**config.mk**
```make
export PLATFORM = sky130hd
export DESIGN_NAME = pli_ctrl
export DESIGN_NICKNAME = d
export VERILOG_FILES = /design/src/design/pli_pkg.sv /design/src/design/pli_ctrl.sv
export VERILOG_INCLUDE_DIRS = /design/src /design/src/design
export SDC_FILE = /design/constraint.sdc
export NUM_CORES = 1
export LEC_CHECK = 0
export ABC_AREA = 0
export BUFFER_PORTS_ARGS = -buffer_cell sky130_fd_sc_hd__buf_2
export CAP_MARGIN = 20
export CORE_MARGIN = 1
export CORE_UTILIZATION = 53
export DETAILED_ROUTE_END_ITERATION = 7
export PLACE_DENSITY_LB_ADDON = 0.12
export SLEW_MARGIN = 20
export SYNTH_ARGS = -nofsm -noshare
export SYNTH_HDL_FRONTEND = slang
export SYNTH_SLANG_ARGS = --single-unit
export TNS_END_PERCENT = 1
```
**constraint.sdc**
```tcl
create_clock -name clock -period 3.4 [get_ports clock]
set_input_delay 0.68 -clock clock [delete_from_list [all_inputs] [get_ports clock]]
set_output_delay 0.68 -clock clock [all_outputs]
set_load 0.05 [all_outputs]
```
**src/design/assert_macros.svh**
```systemverilog
// assert_macros.svh: assertion helper macros shared by the interpolator modules
// each use expects signals named clock and reset in its scope
// no other dependencies
`ifndef ASSERT_MACROS_SVH
`define ASSERT_MACROS_SVH
`ifndef SYNTHESIS
`define PLI_ASSERT(label, prop, msg) \
   label: assert property (@(posedge clock) disable iff (reset) prop) else $error(msg);
`define PLI_NEVER(label, expr, msg) \
   label: assert property (@(posedge clock) disable iff (reset) !(expr)) else $error(msg);
`else
`define PLI_ASSERT(label, prop, msg)
`define PLI_NEVER(label, expr, msg)
`endif
`endif

```
**src/design/pli_pkg.sv**
```systemverilog
// pli_pkg: types and codes shared by the interpolator controller, datapath and top level
// no dependencies
package pli_pkg;

   localparam logic KIND_LOAD  = 1'b0;
   localparam logic KIND_QUERY = 1'b1;

   typedef enum logic [2:0] {
      ST_IDLE,
      ST_CHK_LO,
      ST_CHK_HI,
      ST_SCAN,
      ST_MUL,
      ST_DIV,
      ST_SUM,
      ST_WAIT_OUT
   } ctl_state_type;

   typedef enum logic [1:0] {
      STATUS_INTERP   = 2'd0,
      STATUS_CLAMP_LO = 2'd1,
      STATUS_CLAMP_HI = 2'd2,
      STATUS_NO_SEG   = 2'd3
   } status_type;

   typedef enum logic [1:0] {
      RES_CUR_Y,
      RES_PREV_Y,
      RES_ZERO,
      RES_INTERP
   } res_sel_type;

   // controller to datapath
   typedef struct packed {
      logic        wr_en;
      logic        rd_en;
      logic        capture_x;
      logic        save_prev;
      logic        setup_math;
      logic        mul_step;
      logic        div_step;
      logic        res_load;
      res_sel_type res_sel;
      status_type  res_status;
      logic        out_load;
   } dp_cmd_type;

   // datapath to controller
   typedef struct packed {
      logic x_lt_cur;
      logic x_gt_cur;
      logic x_lt_prev;
      logic seg_zero_width;
      logic out_free;
   } dp_stat_type;

endpackage

```
**src/design/pli_ctrl.sv**
```systemverilog
// pli_ctrl: sequencer for knot loads, clamp checks, segment scan, multiply and divide
// depends on pli_pkg and assert_macros.svh
`include "assert_macros.svh"
module pli_ctrl #(
   parameter int MAX_POINTS  = 64,
   parameter int VALUE_WIDTH = 32
) (
   input  logic                          clock,
   input  logic                          reset,
   input  logic                          csr_wr_en,
   input  logic [$clog2(MAX_POINTS):0]   csr_wr_data,
   input  logic                          req_tvalid,
   output logic                          req_tready,
   input  logic                          req_kind,
   input  pli_pkg::dp_stat_type          stat,
   output pli_pkg::dp_cmd_type           cmd,
   output logic [$clog2(MAX_POINTS)-1:0] rd_addr
);
   import pli_pkg::*;

   localparam int AW = $clog2(MAX_POINTS);
   localparam int CW = AW + 1;
   localparam int W1 = VALUE_WIDTH + 1;
   localparam int SW = $clog2(W1);
   localparam logic [SW-1:0] STEP_LAST = SW'(W1 - 1);

   ctl_state_type state_ff, state_in;
   logic [CW-1:0] count_ff, count_in;
   logic [AW-1:0] idx_ff, idx_in;
   logic [SW-1:0] step_ff, step_in;
   logic [CW-1:0] n_eff;
   logic [AW-1:0] last_idx;
   logic          n_one;
   logic          hit;

   // knot count in use: zero reads as one, and a count past the table size is clamped to it
   always_comb begin
      if (count_ff == '0) begin
         n_eff = CW'(1);
      end else if (count_ff > CW'(MAX_POINTS)) begin
         n_eff = CW'(MAX_POINTS);
      end else begin
         n_eff = count_ff;
      end
   end

   assign last_idx = AW'(n_eff - CW'(1));
   assign n_one    = (n_eff == CW'(1));
   assign hit      = !stat.x_lt_prev && !stat.x_gt_cur;

   // next state
   always_comb begin
      state_in = state_ff;
      unique case (state_ff)
         ST_IDLE: begin
            if (req_tvalid && req_kind == KIND_QUERY) begin
               state_in = ST_CHK_LO;
            end
         end
         ST_CHK_LO: begin
            state_in = stat.x_lt_cur ? ST_WAIT_OUT : ST_CHK_HI;
         end
         ST_CHK_HI: begin
            state_in = (stat.x_gt_cur || n_one) ? ST_WAIT_OUT : ST_SCAN;
         end
         ST_SCAN: begin
            if (hit) begin
               state_in = stat.seg_zero_width ? ST_WAIT_OUT : ST_MUL;
            end else if (idx_ff == last_idx) begin
               state_in = ST_WAIT_OUT;
            end
         end
         ST_MUL: begin
            if (step_ff == STEP_LAST) begin
               state_in = ST_DIV;
            end
         end
         ST_DIV: begin
            if (step_ff == STEP_LAST) begin
               state_in = ST_SUM;
            end
         end
         ST_SUM: begin
            state_in = ST_WAIT_OUT;
         end
         ST_WAIT_OUT: begin
            if (stat.out_free) begin
               state_in = ST_IDLE;
            end
         end
      endcase
   end

   // outputs
   always_comb begin
      cmd            = '0;
      cmd.res_sel    = RES_ZERO;
      cmd.res_status = STATUS_INTERP;
      rd_addr        = '0;
      req_tready     = 1'b0;
      unique case (state_ff)
         ST_IDLE: begin
            req_tready = 1'b1;
            if (req_tvalid) begin
               if (req_kind == KIND_QUERY) begin
                  cmd.capture_x = 1'b1;
                  cmd.rd_en     = 1'b1;
               end else begin
                  cmd.wr_en = 1'b1;
               end
            end
         end
         ST_CHK_LO: begin
            cmd.save_prev = 1'b1;
            if (stat.x_lt_cur) begin
               cmd.res_load   = 1'b1;
               cmd.res_sel    = RES_CUR_Y;
               cmd.res_status = STATUS_CLAMP_LO;
            end else begin
               cmd.rd_en = 1'b1;
               rd_addr   = last_idx;
            end
         end
         ST_CHK_HI: begin
            if (stat.x_gt_cur) begin
               cmd.res_load   = 1'b1;
               cmd.res_sel    = RES_CUR_Y;
               cmd.res_status = STATUS_CLAMP_HI;
            end else if (n_one) begin
               cmd.res_load   = 1'b1;
               cmd.res_sel    = RES_PREV_Y;
               cmd.res_status = STATUS_INTERP;
            end else begin
               cmd.rd_en = 1'b1;
               rd_addr   = AW'(1);
            end
         end
         ST_SCAN: begin
            if (hit) begin
               if (stat.seg_zero_width) begin
                  cmd.res_load   = 1'b1;
                  cmd.res_sel    = RES_CUR_Y;
                  cmd.res_status = STATUS_INTERP;
               end else begin
                  cmd.setup_math = 1'b1;
               end
            end else if (idx_ff == last_idx) begin
               cmd.res_load   = 1'b1;
               cmd.res_sel    = RES_ZERO;
               cmd.res_status = STATUS_NO_SEG;
            end else begin
               cmd.save_prev = 1'b1;
               cmd.rd_en     = 1'b1;
               rd_addr       = idx_ff + AW'(1);
            end
         end
         ST_MUL: begin
            cmd.mul_step = 1'b1;
         end
         ST_DIV: begin
            cmd.div_step = 1'b1;
         end
         ST_SUM: begin
            cmd.res_load   = 1'b1;
            cmd.res_sel    = RES_INTERP;
            cmd.res_status = STATUS_INTERP;
         end
         ST_WAIT_OUT: begin
            cmd.out_load = stat.out_free;
         end
      endcase
   end

   // counters and the count register
   always_comb begin
      count_in = csr_wr_en ? csr_wr_data : count_ff;
      idx_in   = idx_ff;
      step_in  = '0;
      if (state_ff == ST_CHK_HI) begin
         idx_in = AW'(1);
      end else if (state_ff == ST_SCAN && cmd.save_prev) begin
         idx_in = idx_ff + AW'(1);
      end
      if ((state_ff == ST_MUL || state_ff == ST_DIV) && step_ff != STEP_LAST) begin
         step_in = step_ff + SW'(1);
      end
   end

   always_ff @(posedge clock) begin
      if (reset) begin
         state_ff <= ST_IDLE;
         count_ff <= CW'(2);
         idx_ff   <= '0;
         step_ff  <= '0;
      end else begin
         state_ff <= state_in;
         count_ff <= count_in;
         idx_ff   <= idx_in;
         step_ff  <= step_in;
      end
   end

   `PLI_ASSERT(a_scan_idx_range, (state_ff == ST_SCAN) |-> (idx_ff != '0 && idx_ff <= last_idx), "scan index outside the knots in use")
   `PLI_ASSERT(a_query_starts, (req_tvalid && req_tready && req_kind == KIND_QUERY) |=> (state_ff == ST_CHK_LO), "accepted query did not start the lookup")
   `PLI_ASSERT(a_result_waits, cmd.res_load |=> (state_ff == ST_WAIT_OUT), "result staged without moving to the output wait")

endmodule

```
==> metrics.cfg <==
[detailed_routing]
drt-wirelength-per-cell_um=14.25
drc=0
dr_total_vias=1668
drt_iter0_markers=71
drt_wl_total_um=4033
first_pass_iters=4
ant_nets=0
avgViaCountPerCell=5.894

[logic_synthesis]
ys_async_sr_fraction_pct=0
synthMostInstantiatedCell=nor2_1
synth_top_area_share_pct=27.87
synth-edff-count=0
avgSynthCellArea_um2=7.634
ys_ff_latch=22
ys_types=45
synth_fp_nets=229
yosysTopAreaCell=dfxtp_1
yosysSeqAreaShare_pct=27.87
ys_warn_count=0
synth_top_cells_by_area=dfxtp_1 (28%), nor2_1 (6.9%), mux2i_1 (5.7%), xor2_1 (4.4%), a21oi_1 (4.1%)
synthTopCellsByCount=nor2_1 (29), dfxtp_1 (22), a21oi_1 (13), nand2_1 (13), inv_1 (11)
synth_ff_type=dfxtp_1
netlist_area_um2=1580
synthCells=207

[global_routing]
grt_first_pass_wirelength_um=6527
overflow=0
grt_start_max_net_pins=18
grt_pass1_vias=1567
grt_antenna_before_repair=0
grt_usage_pct=25.28

[clock_tree]
clk_latency_ns=0.31
cts_tree=built
ctsRootBufferMaster=clkbuf_4
cts_sinks=22
numCtsBuffers=3
clk_pin_slew_ns=0.13
htreeDepth=1
clock_path_buffers=2
ctsHoldBuffers=0

[sta]
hold_violations=0
slew_violations=0
slew_headroom_pct=60.21
min_period_ns=3.335
tightest_slew_ns=0.5818
setup_viol=0
hold-worst-slack_ns=0.4701
fmax_mhz=299.8
fin_worst_skew_ns=0.002067
rsz0062_at_grt=true
timing.final.crit_share_pct=98.10
setup_ws_ns=0.06453

[die]
row_count=19
dieArea_um2=3204
core-area_um2=2781
fp.dieW_um=56.61
start_util_pct=56.82
ios=37
die_h_um=56.61

[worst_hold_path]
min_path_type=reg2reg

[layout]
final_cells=283
stdcell_area_um2=2033
fill_cells=211
drive_gt1_share_pct=32.14
area_delta_synth_final_pct=28.66
num_antenna_cells=0
final_net_count=275

[place]
placedInstanceArea_um2=1822
post-place-ws_ns=0.1082
placed_cells_incl_taps=273
io_buffers=36
dp_hpwl_um=2874
gp_congestion=0.8818

[setup_path]
critPathKind=reg2out
arrival_ns=2.66
required_ns=2.72
startpoint_type=flip-flop
path_max_fanout=3
critPathCaptureType=primary output

[power_and_ir_drop]
power.leakage_nw=0.8681
sw_frac_of_total_pct=49.90
p_switching_uw=661.7
pwr-share-comb_pct=58.4
powerDensity_nw_per_um2=652.2
p_int_uw=664.4
vdd_drop_max_v=0.0006140
power_frac_seq_pct=26.3
clock_power_share_pct=15.2

[outcome]
status=finished, final reports clean

[run]
drv_cap=0

[sequential cells by signal (all words and copies together) (netlist names)]
name	count
step_ff	6
idx_ff	6
state_ff	3
count_ff	7
[timing repair]
| item | in CTS | in global routing |
|---|---|---|
| hold endpoints to repair | 0 | 0 |
| buffers inserted | 3 | 3 |
| setup endpoints to repair | 10 | 11 |
| gates resized for setup | 16 | 15 |
| pin swaps | 7 | 7 |
[power by group through the flow]
stage,sequential [mW],clock [mW],combinational [mW]
after floorplan,0.319,0,0.594
after global placement,0.349,0,0.700
after detailed placement,0.351,0,0.708
after CTS,0.346,0.206,0.742
after global routing,0.358,0.215,0.829
final,0.349,0.202,0.775
[worst max-delay path, cell delays in order, from the launching register on]
cell and delay, ns:
dfxtp_2 0.35, nor3_4 0.21, a22o_4 0.16, inv_4 0.03
ha_4 0.26, xor2_1 0.15, o31a_1 0.15, nand4_1 0.11
nor3_2 0.18, nand3_1 0.13, or2_4 0.27, o22ai_2 0.15
buf_6 0.18
[layout make-up]
class / instances / area (um2) / area share (%)
Inverter: 11 / 43.79 / 2.154
Sequential cell: 22 / 447.9 / 22.03
Clock buffer: 3 / 22.52 / 1.108
Multi-Input combinational cell: 163 / 1125 / 55.32
Clock inverter: 1 / 30.03 / 1.477
Tap cell: 31 / 38.79 / 1.908
Timing Repair Buffer: 52 / 325.3 / 16.00
[layout by cell type, fill, tap and decap left out, types with 2 or more instances in the layout]
master / synthesis / routed
a211o_1: 2 / 2
a211oi_1: 2 / 2
a21oi_1: 13 / 12
a31oi_1: 4 / 4
and3_1: 3 / 3
buf_2: 2 / 32
buf_4: 2 / 16
buf_6: 1 / 4
clkbuf_4: 0 / 3
dfxtp_1: 22 / 18
dfxtp_2: 0 / 3
ha_1: 5 / 4
inv_1: 11 / 9
mux2i_1: 9 / 9
nand2_1: 13 / 13
nand2b_1: 5 / 5
nand3_1: 8 / 8
nand3b_1: 2 / 2
nor2_1: 29 / 29
nor2b_1: 2 / 2
nor3_1: 6 / 4
nor3_4: 0 / 2
nor3b_1: 3 / 3
o21ai_0: 8 / 6
o21ai_2: 1 / 2
o22ai_1: 5 / 4
o311a_1: 2 / 2
o31ai_1: 2 / 2
or2_2: 4 / 3
or3_1: 5 / 5
xnor2_1: 7 / 6
xor2_1: 8 / 8
[cell families after synthesis]
| logic type | synth area share (%) |
|---|---|
| simple gates | 28.42 |
| compound gates | 19.40 |
| buf+inv | 6.334 |
| flops | 27.87 |
| xor+xnor | 8.314 |
| mux | 5.701 |
| fa+ha+maj | 3.959 |
[stage by stage]
step                power (mW)   TNS, ns  util (%)
floorplan               0.9134    -1.812         -
global placement         1.049         0     65.50
detailed placement       1.059         0     65.50
CTS                      1.294  -0.08202     70.22
global route             1.401   -0.1427     73.10
finish                   1.326         0     73.10
[worst paths after layout]
kind / cells past startpoint / endpoint / startpoint / slack [ns]
max: 12 / cmd[1] / count_ff[4] / 0.06
min: 1 / step_ff[0] / step_ff[0] / 0.47
max reg2reg: 12 / idx_ff[3] / count_ff[4] / 0.86
min reg2reg: 1 / step_ff[0] / step_ff[0] / 0.47
[layer usage]
metal  GRT usage [%]  vias up  share of wire (%)
met5               0        -                  0
met1           30.85      774                 43
met2           44.03       65                 50
li1                -      818                  -
met4           10.45        0                2.4
met3           3.687       11                4.8
(Power assumes the default switching activity.)
